<file path="src/sv/swml_pkg.sv">
package swml_pkg;

    localparam int LEN_W         = 6;
    localparam int COL_W         = 16;
    localparam int LINE_W        = 24;
    localparam int CNT_W         = 24;
    localparam int CFG_DATA_W    = 64;
    localparam int CFG_INDEX_W   = 3;
    localparam int BYTES_PER_REG = 8;

    localparam logic [7:0] NEWLINE_BYTE = 8'd10;

    typedef logic [7:0] t_byte;

    typedef enum logic [CFG_INDEX_W-1:0] {
        CFG_PATTERN_LENGTH  = 3'd0,
        CFG_PATTERN_BYTES_0 = 3'd1,
        CFG_PATTERN_BYTES_1 = 3'd2,
        CFG_PATTERN_BYTES_2 = 3'd3,
        CFG_PATTERN_BYTES_3 = 3'd4
    } t_cfg_index;

    typedef enum logic {
        RESULT_MATCH = 1'b0,
        RESULT_TOTAL = 1'b1
    } t_result_kind;

    typedef struct packed {
        logic shift;
        logic clear;
    } t_win_ctl;

endpackage

</file>
<file path="src/sv/swml_cfg.sv">
module swml_cfg #(
    parameter int MAX_PATTERN = 32
) (
    input  logic                                 i_clk,
    input  logic                                 i_rst_n,
    input  logic                                 i_cfg_wr_en,
    input  logic [swml_pkg::CFG_INDEX_W-1:0]     i_cfg_index,
    input  logic [swml_pkg::CFG_DATA_W-1:0]      i_cfg_data,
    output logic [MAX_PATTERN-1:0][7:0]          o_apat,
    output logic [MAX_PATTERN-1:0]               o_mask,
    output logic [swml_pkg::LEN_W-1:0]           o_back,
    output logic                                 o_len_nz
);
    import swml_pkg::*;

    localparam int IDX_W = (MAX_PATTERN > 1) ? $clog2(MAX_PATTERN) : 1;
    localparam int LW1   = LEN_W + 1;

    t_byte                       r_pat [MAX_PATTERN];
    t_byte                       n_pat [MAX_PATTERN];
    logic [LEN_W-1:0]            r_len;
    logic [LEN_W-1:0]            n_len;
    logic [LEN_W-1:0]            len_c;
    logic [CFG_INDEX_W-1:0]      reg_sel;
    logic [MAX_PATTERN-1:0][7:0] r_apat;
    logic [MAX_PATTERN-1:0][7:0] n_apat;
    logic [MAX_PATTERN-1:0]      r_mask;
    logic [MAX_PATTERN-1:0]      n_mask;
    logic [LEN_W-1:0]            r_back;
    logic                        r_len_nz;

    // register write decode
    always_comb begin
        n_len   = r_len;
        reg_sel = i_cfg_index - CFG_PATTERN_BYTES_0;
        for (int j = 0; j < MAX_PATTERN; j++) begin
            n_pat[j] = r_pat[j];
        end
        if (i_cfg_wr_en) begin
            unique case (i_cfg_index) inside
                CFG_PATTERN_LENGTH: begin
                    n_len = i_cfg_data[LEN_W-1:0];
                end
                CFG_PATTERN_BYTES_0, CFG_PATTERN_BYTES_1,
                CFG_PATTERN_BYTES_2, CFG_PATTERN_BYTES_3: begin
                    for (int j = 0; j < MAX_PATTERN; j++) begin
                        if (int'(reg_sel) == j / BYTES_PER_REG) begin
                            n_pat[j] = i_cfg_data[(j % BYTES_PER_REG)*8 +: 8];
                        end
                    end
                end
                default: begin
                end
            endcase
        end
    end

    // align the pattern so that window entry j faces pattern byte len-1-j
    always_comb begin
        logic [LW1-1:0] idx;
        idx = '0;
        if ({1'b0, n_len} > LW1'(MAX_PATTERN)) begin
            len_c = LEN_W'(MAX_PATTERN);
        end else begin
            len_c = n_len;
        end
        for (int j = 0; j < MAX_PATTERN; j++) begin
            if (LW1'(j) < {1'b0, len_c}) begin
                idx       = {1'b0, len_c} - LW1'(1) - LW1'(j);
                n_apat[j] = n_pat[idx[IDX_W-1:0]];
                n_mask[j] = 1'b1;
            end else begin
                n_apat[j] = '0;
                n_mask[j] = 1'b0;
            end
        end
    end

    always_ff @(posedge i_clk) begin
        if (!i_rst_n) begin
            r_len    <= LEN_W'(1);
            r_apat   <= '0;
            r_mask   <= MAX_PATTERN'(1);
            r_back   <= '0;
            r_len_nz <= 1'b1;
            for (int j = 0; j < MAX_PATTERN; j++) begin
                r_pat[j] <= '0;
            end
        end else begin
            r_len    <= n_len;
            r_apat   <= n_apat;
            r_mask   <= n_mask;
            r_back   <= len_c - LEN_W'(1);
            r_len_nz <= (len_c != '0);
            for (int j = 0; j < MAX_PATTERN; j++) begin
                r_pat[j] <= n_pat[j];
            end
        end
    end

    assign o_apat   = r_apat;
    assign o_mask   = r_mask;
    assign o_back   = r_back;
    assign o_len_nz = r_len_nz;

endmodule

</file>
<file path="src/sv/swml_window.sv">
module swml_window #(
    parameter int MAX_PATTERN = 32
) (
    input  logic                        i_clk,
    input  logic                        i_rst_n,
    input  swml_pkg::t_win_ctl          i_ctl,
    input  swml_pkg::t_byte             i_byte,
    input  logic [MAX_PATTERN-1:0][7:0] i_apat,
    input  logic [MAX_PATTERN-1:0]      i_mask,
    input  logic                        i_len_nz,
    output logic                        o_hit
);
    import swml_pkg::*;

    t_byte                  r_win [MAX_PATTERN];
    t_byte                  n_win [MAX_PATTERN];
    logic [MAX_PATTERN-1:0] r_vld;
    logic [MAX_PATTERN-1:0] n_vld;
    logic [MAX_PATTERN-1:0] pos_ok;

    // window after this byte goes in, entry 0 newest
    always_comb begin
        n_win[0] = i_byte;
        n_vld[0] = 1'b1;
        for (int j = 1; j < MAX_PATTERN; j++) begin
            n_win[j] = r_win[j-1];
            n_vld[j] = r_vld[j-1];
        end
        for (int j = 0; j < MAX_PATTERN; j++) begin
            pos_ok[j] = !i_mask[j] || (n_vld[j] && (n_win[j] == i_apat[j]));
        end
    end

    assign o_hit = i_len_nz && (&pos_ok);

    // valid bits stand for the byte count of the line
    always_ff @(posedge i_clk) begin
        if (!i_rst_n) begin
            r_vld <= '0;
        end else if (i_ctl.clear) begin
            r_vld <= '0;
        end else if (i_ctl.shift) begin
            r_vld <= n_vld;
        end
    end

    always_ff @(posedge i_clk) begin
        if (i_ctl.shift) begin
            for (int j = 0; j < MAX_PATTERN; j++) begin
                r_win[j] <= n_win[j];
            end
        end
    end

endmodule

</file>
<file path="src/sv/stream_word_match_locator_core.sv">
// stream word match locator
// input channel: one text byte per transaction (i_data_byte), or an end of
// file marker (i_file_end high, byte ignored). byte 10 ends a line.
// output channel: one result per match (kind 0, line, start column and
// running count) and one per end of file (kind 0 replaced by 1, total count,
// line and column zero). newlines and non-matching bytes give no result.
// configuration: write enable, index and 64-bit data; index 0 sets the
// pattern length, 1 to 4 set pattern bytes eight at a time, low byte first.
// write only while no transaction is in flight.
// a result is in the output register in the cycle after its input
// transaction is accepted. throughput: one byte per cycle while o_stall
// is low, set by the parallel compare of the whole window against the
// aligned pattern. when the receiver stalls, the held result stays and
// one more input transaction is taken only if the output register is free.
// reset clears counters, window and output valid; the pattern returns to
// length 1 with all bytes zero.
module stream_word_match_locator_core #(
    parameter int MAX_PATTERN = 32
) (
    input  logic                              i_clk,
    input  logic                              i_rst_n,
    input  logic                              i_valid,
    output logic                              o_stall,
    input  logic [7:0]                        i_data_byte,
    input  logic                              i_file_end,
    output logic                              o_valid,
    input  logic                              i_stall,
    output logic                              o_result_kind,
    output logic [swml_pkg::LINE_W-1:0]       o_line_number,
    output logic [swml_pkg::COL_W-1:0]        o_start_column,
    output logic [swml_pkg::CNT_W-1:0]        o_occurrence_count,
    input  logic                              i_cfg_wr_en,
    input  logic [swml_pkg::CFG_INDEX_W-1:0]  i_cfg_index,
    input  logic [swml_pkg::CFG_DATA_W-1:0]   i_cfg_data
);
    import swml_pkg::*;

    logic [MAX_PATTERN-1:0][7:0] apat;
    logic [MAX_PATTERN-1:0]      mask;
    logic [LEN_W-1:0]            back;
    logic                        len_nz;
    t_win_ctl                    win_ctl;
    logic                        hit;
    logic                        in_acc;
    logic                        is_nl;
    logic                        is_data;

    logic [COL_W-1:0]  r_col;
    logic [COL_W-1:0]  n_col;
    logic [LINE_W-1:0] r_line;
    logic [LINE_W-1:0] n_line;
    logic [CNT_W-1:0]  r_match;
    logic [CNT_W-1:0]  n_match;
    logic [CNT_W-1:0]  match_inc;
    logic [COL_W-1:0]  back_ext;

    logic              r_out_valid;
    logic              n_out_valid;
    t_result_kind      r_kind;
    t_result_kind      n_kind;
    logic [LINE_W-1:0] r_out_line;
    logic [LINE_W-1:0] n_out_line;
    logic [COL_W-1:0]  r_out_col;
    logic [COL_W-1:0]  n_out_col;
    logic [CNT_W-1:0]  r_out_cnt;
    logic [CNT_W-1:0]  n_out_cnt;

    swml_cfg #(
        .MAX_PATTERN (MAX_PATTERN)
    ) u_cfg (
        .i_clk       (i_clk),
        .i_rst_n     (i_rst_n),
        .i_cfg_wr_en (i_cfg_wr_en),
        .i_cfg_index (i_cfg_index),
        .i_cfg_data  (i_cfg_data),
        .o_apat      (apat),
        .o_mask      (mask),
        .o_back      (back),
        .o_len_nz    (len_nz)
    );

    swml_window #(
        .MAX_PATTERN (MAX_PATTERN)
    ) u_window (
        .i_clk    (i_clk),
        .i_rst_n  (i_rst_n),
        .i_ctl    (win_ctl),
        .i_byte   (i_data_byte),
        .i_apat   (apat),
        .i_mask   (mask),
        .i_len_nz (len_nz),
        .o_hit    (hit)
    );

    // output register doubles as the skid stage
    assign o_stall = r_out_valid && i_stall;
    assign in_acc  = i_valid && !o_stall;
    assign is_nl   = !i_file_end && (i_data_byte == NEWLINE_BYTE);
    assign is_data = !i_file_end && !is_nl;

    assign win_ctl.shift = in_acc && is_data;
    assign win_ctl.clear = in_acc && !is_data;

    assign match_inc = (r_match != '1) ? r_match + CNT_W'(1) : r_match;
    assign back_ext  = {{(COL_W-LEN_W){1'b0}}, back};

    always_comb begin
        n_col       = r_col;
        n_line      = r_line;
        n_match     = r_match;
        n_out_valid = r_out_valid && i_stall;
        n_kind      = r_kind;
        n_out_line  = r_out_line;
        n_out_col   = r_out_col;
        n_out_cnt   = r_out_cnt;
        if (in_acc) begin
            if (i_file_end) begin
                n_col       = '0;
                n_line      = '0;
                n_match     = '0;
                n_out_valid = 1'b1;
                n_kind      = RESULT_TOTAL;
                n_out_line  = '0;
                n_out_col   = '0;
                n_out_cnt   = r_match;
            end else if (is_nl) begin
                n_col  = '0;
                n_line = (r_line != '1) ? r_line + LINE_W'(1) : r_line;
            end else begin
                n_col = (r_col != '1) ? r_col + COL_W'(1) : r_col;
                if (hit) begin
                    n_match     = match_inc;
                    n_out_valid = 1'b1;
                    n_kind      = RESULT_MATCH;
                    n_out_line  = r_line;
                    n_out_col   = (r_col >= back_ext) ? r_col - back_ext : '0;
                    n_out_cnt   = match_inc;
                end
            end
        end
    end

    always_ff @(posedge i_clk) begin
        if (!i_rst_n) begin
            r_col       <= '0;
            r_line      <= '0;
            r_match     <= '0;
            r_out_valid <= 1'b0;
        end else begin
            r_col       <= n_col;
            r_line      <= n_line;
            r_match     <= n_match;
            r_out_valid <= n_out_valid;
        end
    end

    always_ff @(posedge i_clk) begin
        r_kind     <= n_kind;
        r_out_line <= n_out_line;
        r_out_col  <= n_out_col;
        r_out_cnt  <= n_out_cnt;
    end

    assign o_valid            = r_out_valid;
    assign o_result_kind      = r_kind;
    assign o_line_number      = r_out_line;
    assign o_start_column     = r_out_col;
    assign o_occurrence_count = r_out_cnt;

    // end of file restarts line and match numbering
    a_eof_clears: assert property (@(posedge i_clk) disable iff (!i_rst_n)
        in_acc && i_file_end |=> r_line == '0 && r_match == '0 && r_col == '0)
        else $error("counters not cleared after end of file");

    // a match result always carries a nonzero running count
    a_match_count: assert property (@(posedge i_clk) disable iff (!i_rst_n)
        o_valid && o_result_kind == RESULT_MATCH |-> o_occurrence_count != '0)
        else $error("match reported with zero count");

    // a file total carries no position
    a_total_pos: assert property (@(posedge i_clk) disable iff (!i_rst_n)
        o_valid && o_result_kind == RESULT_TOTAL |-> o_line_number == '0 && o_start_column == '0)
        else $error("file total with nonzero position");

    // a newline never leaves a result behind
    a_newline_quiet: assert property (@(posedge i_clk) disable iff (!i_rst_n)
        in_acc && !i_file_end && i_data_byte == NEWLINE_BYTE |=> !o_valid)
        else $error("result produced by newline");

    // counters hold unless an input is accepted (column only advances by one or clears)
    a_col_step: assert property (@(posedge i_clk) disable iff (!i_rst_n)
        !in_acc |=> $stable(r_col) && $stable(r_line) && $stable(r_match))
        else $error("counters moved without an input transaction");

endmodule
</file>
<file path="config.mk">
export PLATFORM = sky130hd
export DESIGN_NAME = stream_word_match_locator_core
export DESIGN_NICKNAME = d
export VERILOG_FILES = /design/src/sv/swml_pkg.sv /design/src/sv/swml_cfg.sv /design/src/sv/swml_window.sv /design/src/sv/stream_word_match_locator_core.sv
export SDC_FILE = /design/constraint.sdc
export NUM_CORES = 2
export LEC_CHECK = 0
export CAP_MARGIN = 0
export CORE_ASPECT_RATIO = 0.7
export CORE_MARGIN = 3
export CORE_UTILIZATION = 35
export DETAILED_ROUTE_END_ITERATION = 7
export DONT_BUFFER_PORTS = 1
export PLACE_DENSITY = 0.53
export SKIP_CTS_REPAIR_TIMING = 1
export SLEW_MARGIN = 20
export SYNTH_ARGS = -nofsm -noshare
export SYNTH_HDL_FRONTEND = slang
export SYNTH_SLANG_ARGS = --single-unit
</file>
<file path="constraint.sdc">
create_clock -name i_clk -period 9.7 [get_ports i_clk]
set_input_delay 0 -clock i_clk [delete_from_list [all_inputs] [get_ports i_clk]]
set_output_delay 0 -clock i_clk [all_outputs]
set_load 0.02 [all_outputs]
</file>
==> flow_metrics.tcl <==
set metrics [dict create \
    finalHoldViolCount 7 \
    cts-root-buf "clkbuf_16" \
    violations "negative hold slack" \
    syn_avg_cell_area_um2 11.48 \
    power_w 0.01055 \
    finalClockSkew_ns 0.05220 \
    drtIter0Drc 4393 \
    cts_tree "built" \
    synth_commonest_cells "mux2i_1, dfxtp_1, nand2_1" \
    antenna_left 0 \
    worstReg2RegStart "u_cfg.o_mask[31]" \
    final_nets 4550 \
    cts.sinks 965 \
    max_slew_margin_pct 12.63 \
    clk_pin_slew_ns 0.06 \
    synth-edff-count 313 \
    drc 0 \
    syn_inst 4448 \
    yosysTopAreaCellShare_pct 25.56 \
    async_flop_share_pct 0 \
    drt-total-wl_mm 203.8 \
    start_util_pct 35.50 \
    finalCriticalPeriod_ns 6.611 \
    die_h_um 325.6 \
    ys_ff_latch 965 \
    worst_setup_path_end_kind "flip-flop" \
    holdPathEnd "r_col[13]" \
    grt_setup_unrepaired "false" \
    whs_path_depth 4 \
    setup_viol 0 \
    dieWidth_um 462.5 \
    vias 37534 \
    yosysWarningCount 0 \
    area_delta_synth_final_pct 12.99 \
    post-synth-top-count-cell "mux2i_1" \
    dpl.hpwl_mm 156.5 \
    crit_type "primary input to flip-flop" \
    finalMaxSlewViolations 0 \
    portBuffers 0 \
    fillers 13751 \
    synth_top_area_cell "dfxtp_1" \
    final_core_util_pct 40.11 \
    hold_ws_ns -0.02802 \
    cp.arrival_ns 7.26 \
    cts_buffer_depth 3 \
    hp-start "i_file_end" \
    synth_nets 4543 \
    die-area_mm2 0.1506 \
    wl_per_cell_um 31.38 \
    ff2ff_path_depth 11 \
    grt_max_degree 153 \
    reg2reg_slack_ns 3.74 \
    drv_cap 0 \
    ir_worst_vdd_mv 0.1435 \
    period_share_pct 68.16 \
    firstDrtPassIters 5 \
    seq_area_mm2 0.02245 \
    worst_pin_slew_ns 1.274 \
    clk-insertion-delay-late_ns 0.77 \
    ys_types 83 \
    leakage_nw 22.44 \
    num_io_pins 148 \
    hold_class "primary input to flip-flop" \
    regToRegEndpoint "u_cfg.o_apat[141]" \
    core_mm2 0.1438 \
    h-tree-depth 3 \
    fmax_mhz 151.3 \
    outcome "finished, violations left" \
    cp-start-kind "primary input" \
    yosysSeqAreaShare_pct 43.97 \
    cp.required_ns 10.35 \
    drt-vias-per-instance 5.779 \
    grt-ovfl-total 0 \
    tns_ns 0 \
    cts_buffers 101 \
    pre_cts_slack_ns 3.354 \
    drive_above_1_share_pct 14.51 \
    cellPowerDensity_mw_per_mm2 182.9 \
    synth_area_leaders "dfxtp_1, edfxtp_1, mux2i_1" \
    worstPathMaxFanout 72 \
    grt_pass1_vias 34313 \
    fp-row-count 116 \
    antenna_found_initial 14 \
    gp_congestion 1.038 \
    fin_ws_ns 3.089 \
    multi_input_area_mm2 0.02736 \
    ys.flop_type "dfxtp_1" \
    grt_pass1_wl_mm 280.6 \
    grt_usage_pct 26.27 \
    synth_area_mm2 0.05106 \
]
-- metal layers --
| layer | vias up | track usage [%] | share of wire (%) |
|---|---|---|---|
| met1 | 19032 | 37.41 | 44 |
| met3 | 278 | 11.73 | 13 |
| met2 | 1866 | 35.70 | 40 |
| met5 | - | 0 | 0.020 |
| met4 | 6 | 6.971 | 2.9 |
| li1 | 16352 | - | - |
-- worst max-delay path: stages --
cell,delay [ns]
dlygate4sd3_1,0.64
nor4b_4,0.96
mux2i_2,0.79
nor2_4,0.10
inv_6,0.67
ha_1,0.99
xnor3_2,0.40
buf_4,0.45
buf_4,0.54
mux4_2,0.42
mux2i_1,0.85
nand2_1,0.13
and3_1,0.20
-- final cells by class --
type,instances,area share [%]
Timing Repair Buffer,182,2.967
Antenna cell,7,0.03036
Clock inverter,47,1.099
Tap cell,1947,4.222
Multi-Input combinational cell,3159,47.41
Sequential cell,965,38.91
Inverter,46,0.3340
Clock buffer,142,5.020
-- cells by family (layout without fill, tap and decap cells) --
| kind of cell | count (synthesis) | in the layout | synth area share (%) |
|---|---|---|---|
| other | 0 | 7 | 0 |
| flip-flops | 965 | 965 | 43.97 |
| AO/OA/AOI/OAI | 271 | 271 | 3.688 |
| adder cells (fa/ha/maj) | 14 | 14 | 0.3577 |
| XOR/XNOR | 351 | 351 | 6.557 |
| multiplexers | 1165 | 1165 | 30.01 |
| AND/OR/NAND/NOR | 1358 | 1358 | 12.35 |
| buffers and inverters | 324 | 417 | 3.068 |
-- layout by cell type (no fill, tap or decap), drive strengths merged, types with 31 or more instances in the layout --
cell type	instances
dfxtp	652
mux4	288
xnor2	288
o31ai	33
nor3	35
inv	52
nor2b	34
o21ai	31
nand4	61
a21oi	45
dlygate4sd3	96
buf	86
nand3	61
clkbuf	142
mux2	38
and3	176
nor2	434
edfxtp	313
xor2	60
a211oi	72
nand2	454
mux2i	839
-- power by group --
group | internal (W) | switching, W
logic | 0.000676 | 0.00126
registers | 0.00430 | 0.000111
clock network | 0.00242 | 0.00178
total | 0.00740 | 0.00315
-- worst max-delay path by stage --
stage | end | slack, ns | startpoint
after floorplan | u_window.r_win[0][0] | 0.76 | o_valid
after global placement | u_cfg.o_apat[248] | 3.08 | i_cfg_index[1]
after detailed placement | u_cfg.o_apat[111] | 3.35 | i_cfg_index[1]
after CTS | u_cfg.o_apat[111] | 4.08 | u_cfg.o_mask[31]
after global routing | u_cfg.o_apat[141] | 3.15 | i_cfg_index[1]
final | u_cfg.o_apat[141] | 3.09 | i_cfg_index[1]
-- per-stage QoR --
step           instances  area, um2
5_1_grt             6490      57680
6_report            6495      57700
3_5_place_dp        6200      53060
3_3_place_gp        6197      52940
4_1_cts             6389      56590
2_1_floorplan       4448      51060
-- sequential cells by signal (all words and copies together) (netlist names) --
name and count:
u_cfg.o_apat 256, u_cfg.r_pat 256, u_window.r_win 248, u_cfg.o_mask 32
u_window.r_vld 31, o_line_number 24, o_occurrence_count 24, r_line 24
r_match 24, o_start_column 16, r_col 16, u_cfg.o_back 6
u_cfg.r_len 5, o_result_kind 1, o_valid 1, u_cfg.o_len_nz 1
Note: power is estimated with default switching activity, not from simulation.
